## src/sv/assert_macros.svh

```systemverilog
// Assertion macros shared by the RTL.
// Needs a clock named clk and an active-low reset named arst_n in scope.
`ifndef ASSERT_MACROS_SVH
`define ASSERT_MACROS_SVH

// Clocked implication, switched off while reset is low.
`define ASSERT_CLK(label, prop, msg) \
	label: assert property (@(posedge clk) disable iff (!arst_n) prop) else $error(msg);

// Condition that must never be seen at a clock edge.
`define ASSERT_NEVER(label, cond, msg) \
	label: assert property (@(posedge clk) disable iff (!arst_n) !(cond)) else $error(msg);

`endif

```

## src/sv/las_div.sv

```systemverilog
// Bit-serial restoring divider, one quotient bit per cycle, NUM_W quotient bits a division.
// Standalone; used by the top level to form the per-request drop factor.
module las_div #(
	parameter int NUM_W = 64,
	parameter int DEN_W = 33
) (
	input  logic             clk,
	input  logic             arst_n,
	input  logic             start,
	input  logic [NUM_W-1:0] num,
	input  logic [DEN_W-1:0] den,
	output logic             done,
	output logic [NUM_W-1:0] quot
);

	localparam int CW = $clog2(NUM_W);

	logic             busy_q;
	logic             done_q;
	logic [CW-1:0]    cnt_q;
	logic [DEN_W-1:0] rem_q;
	logic [DEN_W-1:0] den_q;
	logic [NUM_W-1:0] quo_q;

	logic [DEN_W:0]   trial;
	logic [DEN_W:0]   diff;
	logic             ge;

	// numerator shifts out of the top of quo_q while quotient bits enter below
	assign trial = {rem_q, quo_q[NUM_W-1]};
	assign diff  = trial - {1'b0, den_q};
	assign ge    = trial >= {1'b0, den_q};

	always_ff @(posedge clk or negedge arst_n) begin
		if (!arst_n) begin
			busy_q <= 1'b0;
			done_q <= 1'b0;
			cnt_q  <= '0;
		end else begin
			done_q <= 1'b0;
			if (start) begin
				busy_q <= 1'b1;
				cnt_q  <= '0;
			end else if (busy_q) begin
				if (cnt_q == CW'(NUM_W - 1)) begin
					busy_q <= 1'b0;
					done_q <= 1'b1;
				end else begin
					cnt_q <= cnt_q + 1'b1;
				end
			end
		end
	end

	always_ff @(posedge clk) begin
		if (start) begin
			rem_q <= '0;
			den_q <= den;
			quo_q <= num;
		end else if (busy_q) begin
			rem_q <= ge ? diff[DEN_W-1:0] : trial[DEN_W-1:0];
			quo_q <= {quo_q[NUM_W-2:0], ge};
		end
	end

	assign done = done_q;
	assign quot = quo_q;

endmodule

```

## config.mk

```make
export PLATFORM = sky130hd
export DESIGN_NAME = las_div
export DESIGN_NICKNAME = d
export VERILOG_FILES = /design/src/sv/assert_macros.svh /design/src/sv/las_div.sv
export SDC_FILE = /design/constraint.sdc
export NUM_CORES = 1
export LEC_CHECK = 0
export BUFFER_PORTS_ARGS = -buffer_cell sky130_fd_sc_hd__clkbuf_2
export CAP_MARGIN = 20
export CORE_AREA = 2 2 162 164
export DETAILED_ROUTE_END_ITERATION = 12
export DIE_AREA = 0 0 164 166
export SLEW_MARGIN = 25
export SYNTH_ARGS = -nofsm -noshare
export SYNTH_HDL_FRONTEND = slang
export SYNTH_SLANG_ARGS = --single-unit
```

## constraint.sdc

```tcl
create_clock -name clk -period 3.16 [get_ports clk]
set_input_delay 0.632 -clock clk [delete_from_list [all_inputs] [get_ports clk]]
set_output_delay 0.632 -clock clk [all_outputs]
set_load 0.05 [all_outputs]
```

### Word-level counts from Yosys, hierarchy flattened

Cells that the tools add are included.

| storage, ports and cells | value |
|---|---|
| word-level logic and storage cells | 25 |
| bits in read-only memories | 0 |
| input bits | 100 |
| memory bits (writable) | 0 |
| bits in latches | 0 |
| output and inout port bits | 65 |
| register bits | 138 |
| memories | 0 |

| operators by class | value |
|---|---|
| muxes and demuxes | 12 |
| eq/ne operators | 2 |
| shift-type cells | 0 |
| bitwise operators | 0 |
| divide/modulo/power cells | 0 |
| multipliers | 0 |
| reductions and logical operators | 2 |
| add/subtract/negate cells | 2 |
| order comparisons | 1 |

Operators with widths:

| kind | number |
|---|---|
| 64-bit two-way mux | 2 |
| 34-bit by 33-bit >= comparator with 1-bit output | 1 |
| 33-bit two-way mux | 1 |
| 33-bit subtractor | 1 |
| 6-bit two-way mux | 3 |
| 6-bit by 1-bit adder with 6-bit output, second input constant | 1 |
| 6-bit equality test, second input constant | 1 |
| 1-bit two-way mux | 6 |
| 2-bit != test, second input constant | 1 |
| 2-bit AND reduction | 1 |
| 2-bit nonzero test | 1 |

### Logic depth before layout (Yosys ltp)

Gate-level depths: netlist of run 1.

| depth | value |
|---|---|
| depth in word-level cells | 4 |
| gate-level depth with buffers | 15 |
| depth with buffers taken out | 13 |

### Worst setup path after synthesis of run 1

Ideal clock, no wire load.

| path | value |
|---|---|
| path kind | flip-flop to flip-flop |
| start point | reg quo_q[63], in the netlist quot[63] |
| end point | reg rem_q[32] |
| arrival time | 3.061 ns |
| clock period less this slack | 3.152 ns |
| path buffers | 0 |
| cell stages (with the launch flop) | 14 |
| required time | 3.069 ns |
| library setup time | 0.091 ns |
| setup slack | 0.008 ns |
| cell sequence | edfxtp_1 > inv_1 > ha_1 > inv_1 > fa_1 > a21oi_1 > o22ai_1 > o31ai_2 > o21ai_0 > a41oi_1 > o21ai_0 > xor2_1 > nand2_1 > a311oi_1 |

| on the way | value |
|---|---|
| longest elaborated chain between the ends | 2 |
| elaborated cells on any way between the ends | 3 |
| classes of those cells | add/sub: 1; order compare: 1; mux: 1 |

Ends and longest elaborated chain:

| what | RTL line | source |
|---|---|---|
| start, declared | las_div.sv:23 | `logic [NUM_W-1:0] quo_q;` |
| start signal, assigned | las_div.sv:59 | `quo_q <= num;` |
| start signal, assigned | las_div.sv:62 | `quo_q <= {quo_q[NUM_W-2:0], ge};` |
| 33-bit subtractor or 34-bit by 33-bit >= comparator with 1-bit output (tied branches) | las_div.sv:31, las_div.sv:32 |  |
| 33-bit two-way mux * | las_div.sv:61 | `rem_q <= ge ? diff[DEN_W-1:0] : trial[DEN_W-1:0];` |
| end signal, assigned | las_div.sv:61 |  |
| end, declared | las_div.sv:21 | `logic [DEN_W-1:0] rem_q;` |

Mark *: on every way between the ends. The rest lies on a longest branch, timed or not.
A chain may end at the register's enable or synchronous reset.

### Worst setup path after layout of run 1

| path | value |
|---|---|
| start point | reg quo_q[63], in the netlist quot[63] |
| end point | reg rem_q[22] |

The elaborated chain is that of the path after synthesis.

==> results.md, run 1 <==
Outcome:
- The run finished with clean final reports.

Final layout:
- The area growth from synthesis to layout is 24.7%.
- The number of nets at the end of the flow is 1002.
- The most common library cell in the layout ignoring fill and taps is clkbuf_2.
- The final cell utilization of the core is 0.369.
- In the layout the commonest cells are 163 x clkbuf_2, 97 x edfxtp_1, 68 x nand2_1.
- The antenna diode count is 0.
- Of the cells placed in the final design, the portion with a size suffix greater than 1 is 0.345.

Yosys:
- Each instance of the synthesized netlist takes up on average 10.8 um^2.
- The number of warnings reported in the yosys synthesis log is 0.
- Synthesis produced a netlist with a net count of 836.
- In this run, distinct cell masters in the synthesized netlist total 64.
- The synthesized cell area is 7580 um^2.
- For this run, the leading register cell type out of synthesis is edfxtp_1.
- The async set or reset register ratio after synthesis is 0.0580.
- Of the synthesized area, sequential elements account for 0.498.
- The synthesized design contains 97 enable-type register cells.
- The register bit total from synthesis is 138.
- The count of mapped cells out of synthesis is 701.

Routing:
- The vias per cell is 4.87.
- The detail route stage leaves a number of antenna-violating nets equal to 0.
- After detailed routing, the average wire length per cell comes to 16.2 um.
- The number of design rule violations left after detail routing is 0.
- In this run, the number of DRC markers left after iteration 0 of detailed routing was 316.
- The total vias in the final route is 5909.
- The number of search-and-repair iterations in the first detailed-routing pass is 5.
- Summed over all layers, the routed wires come to 19.7 mm.

GRT:
- The first global-routing pass estimated 31.5 mm of wire.
- The remaining global-route overflow is 0.
- Entering global routing, the biggest net connects 75 pins.
- The number of antenna violations at the first check in global routing is 0.
- Across every metal layer, demand over resource in global routing totals 0.147.
- The number of global-route vias before repair was 5906.

Worst setup path:
- The sort of element at the start of the critical path is a register.
- The timing startpoint of the critical path is quot[63].
- The number of buffers and inverters on the critical path is 4.
- The worst-path maximum fanout is 4.
- The critical path goes through inv_1 -> ha_1 -> inv_1 -> fa_1 -> a21oi_2 -> o22ai_1 -> o31ai_2 -> buf_4 -> buf_4 -> o21ai_1 -> a41oi_1 -> xnor2_1 -> nand2_1 -> a311oi_1.
- STA puts the critical path data required time at 3.49 ns.
- The cell with the largest stage delay on the worst path is fa_1.
- STA classifies the critical path endpoint as a register.
- The worst stage delay on the critical path is 0.41 ns.
- The critical setup path kind is reg -> reg.
- The worst register-to-register path begins at quot[63].
- The family with the most delay on the worst path is compound AO/OA/AOI/OAI gates.
- The worst path arrival time is 3.28 ns.

Timing:
- The share of the clock period used by the worst path is 0.932.
- After layout, the worst setup slack is 0.214 ns.
- Setup repair after global routing left no endpoint under its margin.
- Across the routed clock network, the largest skew measured is 0.0134 ns.
- The count of final setup violators is 0.
- The worst slew margin relative to its limit is 0.531.
- The time the worst path needs with I/O delays and setup is 2.95 ns.
- The actual slew at the worst max-slew pin is 0.704 ns.
- The total count of hold-check failures in the final report is 0.
- The maximum clock rate is 339 MHz.
- The count of final max-slew check failures is 0.

Floorplan:
- The floorplan step set the die width to 164 um.
- The die covers 27200 um^2.
- The number of placement rows is 59.
- For this configuration, the core starts out at a cell density of 0.296.
- 165 I/O pins were placed.
- The total area inside the core boundary comes to 25600 um^2.
- The die outline height is 166 um.

Place:
- The wire-length estimate of the detail-placed layout is 14.1 mm.
- At the end of routability-driven placement, the weighted congestion stood at 0.844.
- In this run the tool buffered the top-level ports with 164 buffer cells.
- The worst setup timing slack at the placement stage is -0.0864 ns.

Clocking:
- In this run, CTS created clock tree buffers numbering 17.
- The clock drives 138 sinks.
- The latest clock arrival within the worst-skew pair is 0.43 ns.
- The clock transition at the registers of the reported paths is 0.07 ns.
- TritonCTS built the clock tree.
- The clock passes through at most 2 buffers.
- The depth of the CTS H-tree is 4.
- The root buffer cell is clkbuf_16.

Pwr:
- Dividing total power by cell area gives a power density of 788 nW/um^2.
- VDD sags by at most 0.383 mV.
- In this run the static leakage power is 4.06 nW.
- After layout, the design draws a total of 7.45 mW.

Flow run:
- Max-cap violations in this run came to 0.

Min path:
- In this run the worst hold path is classified as in -> async.
-- state kept, by name, indices dropped and copies added (netlist names) --
name    count
busy_q      1
cnt_q       6
den_q      33
done        1
quot       64
rem_q      33
-- worst reg2reg max path, delay by kind of cell, from the launching register on --
kind            cells  cell delay [ns]
compound gates      6             1.27
fa+ha+maj           2             0.57
flops               1             0.39
xor+xnor            1             0.15
simple gates        1             0.07
buf+inv             4             0.41
-- final timing paths --
path / end / slack, ns / cells after the start
worst min-delay path: cnt_q[4] / 0.05 / 1
worst max-delay path: rem_q[22] / 0.21 / 14
max in group asynchronous: cnt_q[0] / 2.94 / 1
worst max register to register: rem_q[22] / 0.21 / 14
min in group clk: den_q[12] / 0.38 / 1
worst min register to register: rem_q[20] / 0.47 / 2
-- per-stage QoR --
step	TNS, ns	instances	area, um^2	hold slack (ns)
6_report	0	1214	9450	0.0468
5_1_grt	0	1214	9450	0.0458
4_1_cts	0	1212	9420	0.0435
3_5_place_dp	-0.116	1181	8810	0.458
3_3_place_gp	0	1181	8810	0.456
2_1_floorplan	0	701	7580	0.336
-- synthesized netlist by cell type (all sizes together) (2+ instances only) --
cell type	instances	share of area
a31o	2	0.0023
nand3b	4	0.0040
a221oi	2	0.0023
nor3	4	0.0033
a311oi	15	0.018
and2	7	0.0059
nand3	19	0.013
a211oi	7	0.0089
a31oi	8	0.0066
or4	2	0.0020
o21bai	6	0.0059
a21o	14	0.014
ha	34	0.056
o21a	3	0.0030
nand2b	5	0.0041
o22ai	3	0.0025
nor3b	2	0.0020
a21oi	42	0.029
and3	7	0.0058
o211ai	3	0.0030
nor2b	8	0.0066
nand4	5	0.0041
or3	3	0.0025
edfxtp	97	0.38
xor2	16	0.018
o31ai	5	0.0056
dfrtp	8	0.026
mux2	64	0.095
nor2	56	0.028
xnor2	16	0.018
o41ai	2	0.0058
nor4	3	0.0033
mux2i	5	0.0066
buf	11	0.011
nand2	70	0.035
o21ai	27	0.018
clkbuf	25	0.013
a41oi	2	0.0023
inv	47	0.023
dfxtp	33	0.087
-- final cells by class --
cell class	count	area, um^2
Clock inverter	14	184
Timing Repair Buffer	183	1000
Inverter	47	176
Fill cell	2574	16200
Clock buffer	17	425
Multi-Input combinational cell	480	3470
Sequential cell	138	3770
Tap cell	335	419
-- power by group --
group          leakage [nW]  internal [mW]  switching (mW)
Combinational          2.39           1.12            1.74
Clock                 0.298           1.26           0.867
Sequential             1.37           2.25           0.204
Total                  4.06           4.63            2.81
-- routing by layer --
| metal | wire length, um | vias to the layer above | track usage |
|---|---|---|---|
| met5 | 0 | - | 0 |
| met4 | 234 | 0 | 0.0366 |
| met3 | 1760 | 18 | 0.0599 |
| met2 | 9090 | 211 | 0.234 |
| met1 | 8590 | 2799 | 0.187 |
| li1 | - | 2881 | - |
-- repair_timing --
action                                  CTS  global route
hold endpoints to repair                  0             0
endpoints found under the setup margin    4            16
resized for setup                         1             3
pin swaps                                 0             2
hold buffers                              0             0
setup buffers                             0             2
-- cell families (layout without fill, tap and decap cells) --
family / after synthesis / after routing / synth area share
adders and majority gates: 35 / 35 / 0.0588
buffers and inverters: 83 / 261 / 0.0472
DFF: 138 / 138 / 0.498
muxes: 69 / 69 / 0.102
xor gates and xnor gates: 32 / 32 / 0.0370
AOI/OAI and AO/OA: 147 / 147 / 0.135
and+or+nand+nor: 197 / 197 / 0.122
Note: power is estimated with default switching activity, not from simulation.
==> inputs of run 2 (changes only) <==
- CORE_AREA: 2 2 162 164 -> 3 3 163 165
- DIE_AREA: 0 0 164 166 -> 0 0 166 168
==> run 2 against run 1 <==
Effect of this change: combinational power grew 2%; global-route usage shrank 0.70 points; largest power group unchanged; die area rose by 2.4%; sequential share of layout area is 0.12 points higher.
==> results.md, run 2 (synthesis gave the netlist of run 1 again) <==
Final layout:
- From synthesis to final layout, the design area changed by 24.3%.
- Of the cells placed in the final design, the portion with a size suffix greater than 1 is 0.346.
- The number of flip-flops in the largest register is 64.
- The post-route cell area is 9420 um^2.
- Leaving out fill and tap cells, the most frequent cells in the layout are 163 x clkbuf_2, 97 x edfxtp_1, 68 x nand2_1.
- The count of fill cells added during filler insertion is 2493.
- The number of nets at the end of the flow is 1003.
- Once layout is complete, the cells apart from fillers number 1211.
- The antenna diode count is 0.
- The library cell used most frequently in the layout, excluding fill and tap cells, is clkbuf_2.

Floorplan:
- The I/O pin count is 165.
- The core region is 25200 um^2.
- The die span in x is 166 um.
- The die covers 27900 um^2.
- The initial standard-cell utilization of the core is 0.301.
- The initialized floorplan defines 58 standard-cell rows.
- Measured along the y axis, the die boundary spans 168 um.

Clocking:
- The H-tree generated during clock tree synthesis spans 4 levels.
- After clock tree synthesis, the flow added hold-fix buffers numbering 0.
- The latest clock arrival within the worst-skew pair is 0.44 ns.
- The number of buffers created by CTS is 17.
- The number of sinks handled by clock tree synthesis is 138.
- TritonCTS built the clock tree.
- Clock tree synthesis selected as its root buffer the cell clkbuf_16.
- The maximum buffer depth of the clock tree is 2.
- After clock tree synthesis, the clock-pin slew on the worst setup and hold paths is 0.07 ns.

Worst setup path:
- The flop-to-flop setup slack is 0.23 ns.
- The worst setup path is of the reg -> reg kind.
- Of all nets on the critical path, the largest fanout is 4.
- The capture point of the worst reg-to-reg path is rem_q[22].
- The critical path goes through inv_1 -> ha_1 -> inv_1 -> fa_2 -> a21oi_2 -> o22ai_1 -> o31ai_2 -> buf_4 -> o21ai_1 -> a41oi_1 -> xnor2_1 -> nand2_1 -> a311oi_1.
- The sort of element at the start of the critical path is a register.
- The most critical setup path has its startpoint at quot[63].
- The worst path arrival time is 3.27 ns.
- Among the stages of the critical path, the cell type that occurs most often is inv_1.
- The cell with the largest stage delay on the worst path is edfxtp_1.
- The depth of the worst register-to-register path is 13.
- The capture point of the worst path is rem_q[22].
- STA classifies the critical path endpoint as a register.
- The worst stage delay on the critical path is 0.38 ns.
- The data required time of the worst path is 3.50 ns.
- The origin of the critical flop-to-flop path is quot[63].

GRT:
- The global-route usage over all layers is 0.140.
- Entering global routing, the biggest net connects 130 pins.
- The number of global-route vias before repair is 5899.
- The number of antenna violations at the first check in global routing came to 0.
- Global routing finished with a remaining overflow of 0.
- The first-pass GRT wire length is 31.6 mm.

Timing:
- The final clock skew is 0.0192 ns.
- The time the worst path needs with I/O delays and setup is 2.93 ns.
- The worst hold margin is 0.0490 ns.
- The share of the clock period used by the worst path is 0.927.
- The count of final max-slew check failures is 0.
- Static timing analysis puts the maximum clock frequency at 341 MHz.
- The total count of hold-check failures in the final report was 0.
- The worst slew margin relative to its limit is 0.495.
- The count of final setup violators is 0.
- The actual slew at the worst max-slew pin is 0.758 ns.

Place:
- The final weighted congestion of routability-driven global placement is 0.834.
- The cell area after placement is 8780 um^2.
- The count of buffers added on input and output ports is 164.
- The number of placed instances, taps included, is 1173.
- The sum of net half-perimeters after detailed placement is 13.9 mm.

Pwr:
- The sum of internal, switching and leakage power is 7.37 mW.
- Summed over all cells, the static leakage comes to 4.06 nW.
- The maximum vdd drop is 0.339 mV.
- The power per cell area is 783 nW/um^2.

Routing:
- Detailed routing inserted a total of 5941 vias.
- The DRC marker count from the first detailed-route iteration is 338.
- Once detail routing completed, the nets flagged for antenna violations numbered 0.
- Using the TritonRoute via totals, the vias-per-cell ratio works out to 4.91.
- The pre-antenna-repair detailed-routing pass consisted of 6 iterations.
- After detailed routing, the average wire length per cell comes to 16.2 um.
- The number of design rule violations left after detail routing is 0.
- After detailed routing, the total wire length is 19.6 mm.

Flow run:
- The count of max-cap constraint violations is 0.

Outcome:
- The run finished with clean final reports.

Min path:
- The worst hold path belongs to the class in -> async.
[run 2: worst min path at each step]
stage / endpoint / slack [ns] / cells past startpoint / start
6_report: done / 0.05 / 1 / arst_n
5_1_grt: done / 0.05 / 1 / arst_n
4_1_cts: done / 0.04 / 1 / arst_n
3_5_place_dp: rem_q[20] / 0.46 / 2 / rem_q[20]
3_3_place_gp: rem_q[20] / 0.46 / 2 / rem_q[20]
2_1_floorplan: busy_q / 0.34 / 0 / arst_n
[run 2: where the power goes]
group          switching, mW  leakage [nW]  total (mW)  internal (mW)
Clock                  0.924         0.284        1.98           1.06
Combinational           1.76          2.40        2.93           1.17
Sequential             0.209          1.37        2.46           2.25
Total                   2.89          4.06        7.37           4.49
[run 2: per-stage QoR]
| step | setup WS, ns | setup TNS (ns) | util |
|---|---|---|---|
| 4_1_cts | 0.0917 | 0 | 0.371 |
| 2_1_floorplan | 0.00817 | 0 | - |
| 6_report | 0.232 | 0 | 0.374 |
| 5_1_grt | -0.00197 | -0.00197 | 0.374 |
| 3_5_place_dp | 0.123 | 0 | 0.349 |
| 3_3_place_gp | 0.238 | 0 | 0.349 |
[run 2: cell type report]
class	count	area, um^2	share of cell area
sequential	138	3770	0.401
clock buffer	18	429	0.0456
multi-input combinational	480	3470	0.368
inverter	47	176	0.0187
tap	330	413	0.0438
clock inverter	14	140	0.0149
timing repair buffer	184	1020	0.109
[run 2: metal layers]
layer	vias up	GRT usage	wire length, um
li1	2892	-	-
met4	0	0.0430	223
met5	-	0	0
met3	14	0.0531	1890
met1	2815	0.177	8440
met2	220	0.225	9040
[run 2: what timing repair did]
item	4_1_cts	5_1_grt
resized for setup	0	6
setup buffers	0	6
endpoints found under the setup margin	0	12
[run 2: worst max-delay path: cells and delay by family (launching register included)]
kind	cells	cell delay (ns)
simple gates	1	0.08
xor+xnor	1	0.14
flops	1	0.38
buf+inv	3	0.33
fa+ha+maj	2	0.52
compound gates	6	1.39
==> inputs of run 3 (changes only) <==
==> constraint.sdc (replaced) <==
create_clock -name clk -period 3.16 [get_ports clk]
set_input_delay 0.316 -clock clk [delete_from_list [all_inputs] [get_ports clk]]
set_output_delay 0.316 -clock clk [all_outputs]
set_load 0.05 [all_outputs]
==> run 3 against run 2 <==
Effect of this change: register-to-register slack got worse by 0.02 ns; final cell count decreased by 0.41%; design area decreased by 0.40%; largest cell class unchanged; global-route usage about the same.
==> results.md, run 3 (synthesis gave the netlist of run 1 again) <==
Floorplan:
- For this configuration, the core starts out at a cell density of 0.301.
- The die span in x is 166 um.
- The die covers 27900 um^2.
- The I/O pin count is 165.
- The die outline height is 168 um.
- The number of placement rows is 58.
- The core region is 25200 um^2.

Worst setup path:
- Together, buffers and inverters on the worst path number 3.
- The worst path arrival time is 3.28 ns.
- The slowest stage of the critical path belongs to the cell fa_1.
- STA puts the critical path data required time at 3.49 ns.
- Of all nets on the critical path, the largest fanout is 4.
- On the critical path the largest part of the delay comes from compound AO/OA/AOI/OAI gates.
- Among the stages of the critical path, the cell type that occurs most often is inv_1.
- STA classifies the critical path startpoint as a register.
- Walking the worst path, the cells encountered are inv_1 -> ha_1 -> inv_1 -> fa_1 -> a21oi_2 -> o22ai_1 -> o31ai_2 -> o21ai_1 -> a41oi_1 -> buf_4 -> o21ai_0 -> xor2_1 -> nand2_1 -> a311oi_1.
- The endpoint type of the worst setup path is a register.
- The critical setup path kind is reg -> reg.
- The worst stage delay on the critical path is 0.41 ns.

GRT:
- The first global-routing pass estimated 31.8 mm of wire.
- The met3 usage in global routing is 0.0545.
- The met2 demand-to-capacity share in global routing is 0.226.
- The pin count of the biggest net entering global routing is 130.
- In the global route stage, met1 resource usage came out at 0.178.
- After global routing the overflow that remains totals 0.
- The number of antenna violations at the first check in global routing is 0.
- The number of global-route vias before repair came to 6030.
- The global-route usage over all layers is 0.141.
- The busiest layer in global routing is met2.

Timing:
- The final clock skew is 0.0262 ns.
- The maximum clock rate is 340 MHz.
- Setup repair after global routing could not meet its margin everywhere.
- The time the worst path needs with I/O delays and setup is 2.95 ns.
- The total count of hold-check failures in the final report came to 0.
- Headroom to the max-slew limit came out at 0.496.
- For the pin with the worst max-slew slack, the measured transition is 0.757 ns.
- The count of final max-slew check failures is 0.
- Dividing the final minimum period by the clock period gives 0.932.
- The count of final setup violators is 0.

Routing:
- Across all layers, the routed design uses 5867 vias.
- After detailed routing, the total wire length is 19.6 mm.
- After detailed routing, the number of vias per cell comes to 4.86.
- For this block, the initial DRC count from the detailed router was 275.
- Once detail routing completed, the nets flagged for antenna violations numbered 0.
- The pre-antenna-repair detailed-routing pass consisted of 6 iterations.
- The number of design rule violations left after detail routing is 0.
- After detailed routing, the average wire length per cell comes to 16.3 um.

Final layout:
- The antenna diode count is 0.
- The number of flip-flops in the largest register is 64.
- After the last flow step, the layout net total stands at 998.
- The area growth from synthesis to layout is 23.8%.
- Leaving out fill and tap cells, the most frequent cells in the layout are 163 x clkbuf_2, 97 x edfxtp_1, 68 x nand2_1.
- At the end of the flow the core is filled with cells to 0.373.
- Counting the fill cells in the layout gives 2517.
- Of the cells placed in the final design, the portion with a size suffix greater than 1 is 0.339.
- Summing all non-filler instances in the final layout gives an area of 9380 um^2.
- The most common library cell in the layout ignoring fill and taps is clkbuf_2.

Pwr:
- The leakage power figure is 4.02 nW.
- The share of total power dissipated in the clock network is 0.274.
- The internal power contribution is 4.48 mW.
- The maximum vdd drop is 0.346 mV.
- Of the total power, combinational logic draws 0.388.
- For this design the total switching power over the nets is 2.81 mW.
- Of the total power, the share spent switching nets is 0.386.
- The power per cell area is 777 nW/um^2.
- The register share of total power is 0.337.

Clocking:
- No sink is reached through more buffers than the 2 on the longest clock path.
- Once the clock tree was built, the setup fixing pass inserted 0 buffers.
- The clock net in this run drives a total of 138 sinks.
- The depth of the CTS H-tree is 4.
- At the later pin of the worst-skew pair, clock insertion delay measures 0.43 ns.
- Clock-pin slew was measured on the worst setup and hold paths at 0.07 ns.
- The tree is rooted in a clkbuf_16.
- The TritonCTS clock tree is built.
- Buffers inserted during clock tree synthesis total 17.

Min path:
- The worst hold path belongs to the class in -> reg.

Place:
- After legalization and detailed placement, the total HPWL measured 14.0 mm.
- The total of buffers placed on input and output ports is 164.
- At the end of routability-driven placement, the weighted congestion stood at 0.829.
- Once placement finished, the instance area stood at 8780 um^2.

Flow run:
- The tool flagged a number of max-cap violations equal to 0.

Outcome:
- The run finished with clean final reports.
## run 3: cell count changes in the layout (fill, tap and decap cells not counted), sizes merged
cell         before  now
buf              21   15
inv              60   54
clkinv            1    4
clkinvlp          0    2
bufinv            0    1
dlygate4sd3       0    1
## run 3: layout make-up
type                    count  area, um^2  area share
inverters                  47         176      0.0188
flip-flops and latches    138        3770       0.402
clock inverters            14         156      0.0167
multi-input cells         480        3460       0.369
repair buffers            179         976       0.104
well taps                 330         413      0.0440
clock buffers              18         429      0.0457
## run 3: what timing repair did
action,4_1_cts,5_1_grt
endpoints found under the hold margin,8,0
hold buffers,1,0
gates resized for setup,0,4
endpoints found under the setup margin,0,8
## run 3: power by group through the flow
| stage | clock network [mW] | registers, mW | logic (mW) |
|---|---|---|---|
| after floorplan | 0 | 2.77 | 1.89 |
| after global placement | 0 | 2.49 | 2.80 |
| after detailed placement | 0 | 2.49 | 2.81 |
| after CTS | 2.08 | 2.46 | 2.83 |
| after global routing | 2.16 | 2.50 | 3.12 |
| final | 2.00 | 2.46 | 2.83 |
## run 3: path summary, 6_finish.rpt
kind / startpoint / end / slack (ns) / cells past startpoint
min reg2reg: rem_q[20] / rem_q[20] / 0.47 / 2
max in group asynchronous: arst_n / cnt_q[0] / 2.68 / 2
max: quot[63] / rem_q[32] / 0.21 / 14
max reg2reg: quot[63] / rem_q[32] / 0.21 / 14
min: den[15] / den_q[15] / 0.05 / 1
min in group asynchronous: arst_n / done / 0.30 / 2
## run 3: through the flow
step | std cells | hold slack, ns | TNS [ns] | worst slack (ns) | power, mW
final | 1206 | 0.0526 | 0 | 0.215 | 7.29
after global routing | 1206 | 0.0401 | -0.0796 | -0.0796 | 7.78
after CTS | 1206 | 0.0370 | 0 | 0.137 | 7.38
after detailed placement | 1173 | 0.171 | 0 | 0.168 | 5.31
after global placement | 1173 | 0.175 | 0 | 0.235 | 5.30
after floorplan | 701 | 0.0204 | 0 | 0.00817 | 4.66
## run 3: per-layer routing
layer  routed length (um)  vias to the layer above
li1                     -                     2874
met1                 8670                     2777
met2                 9030                      197
met3                 1680                       19
met4                  222                        0
met5                    0                        -
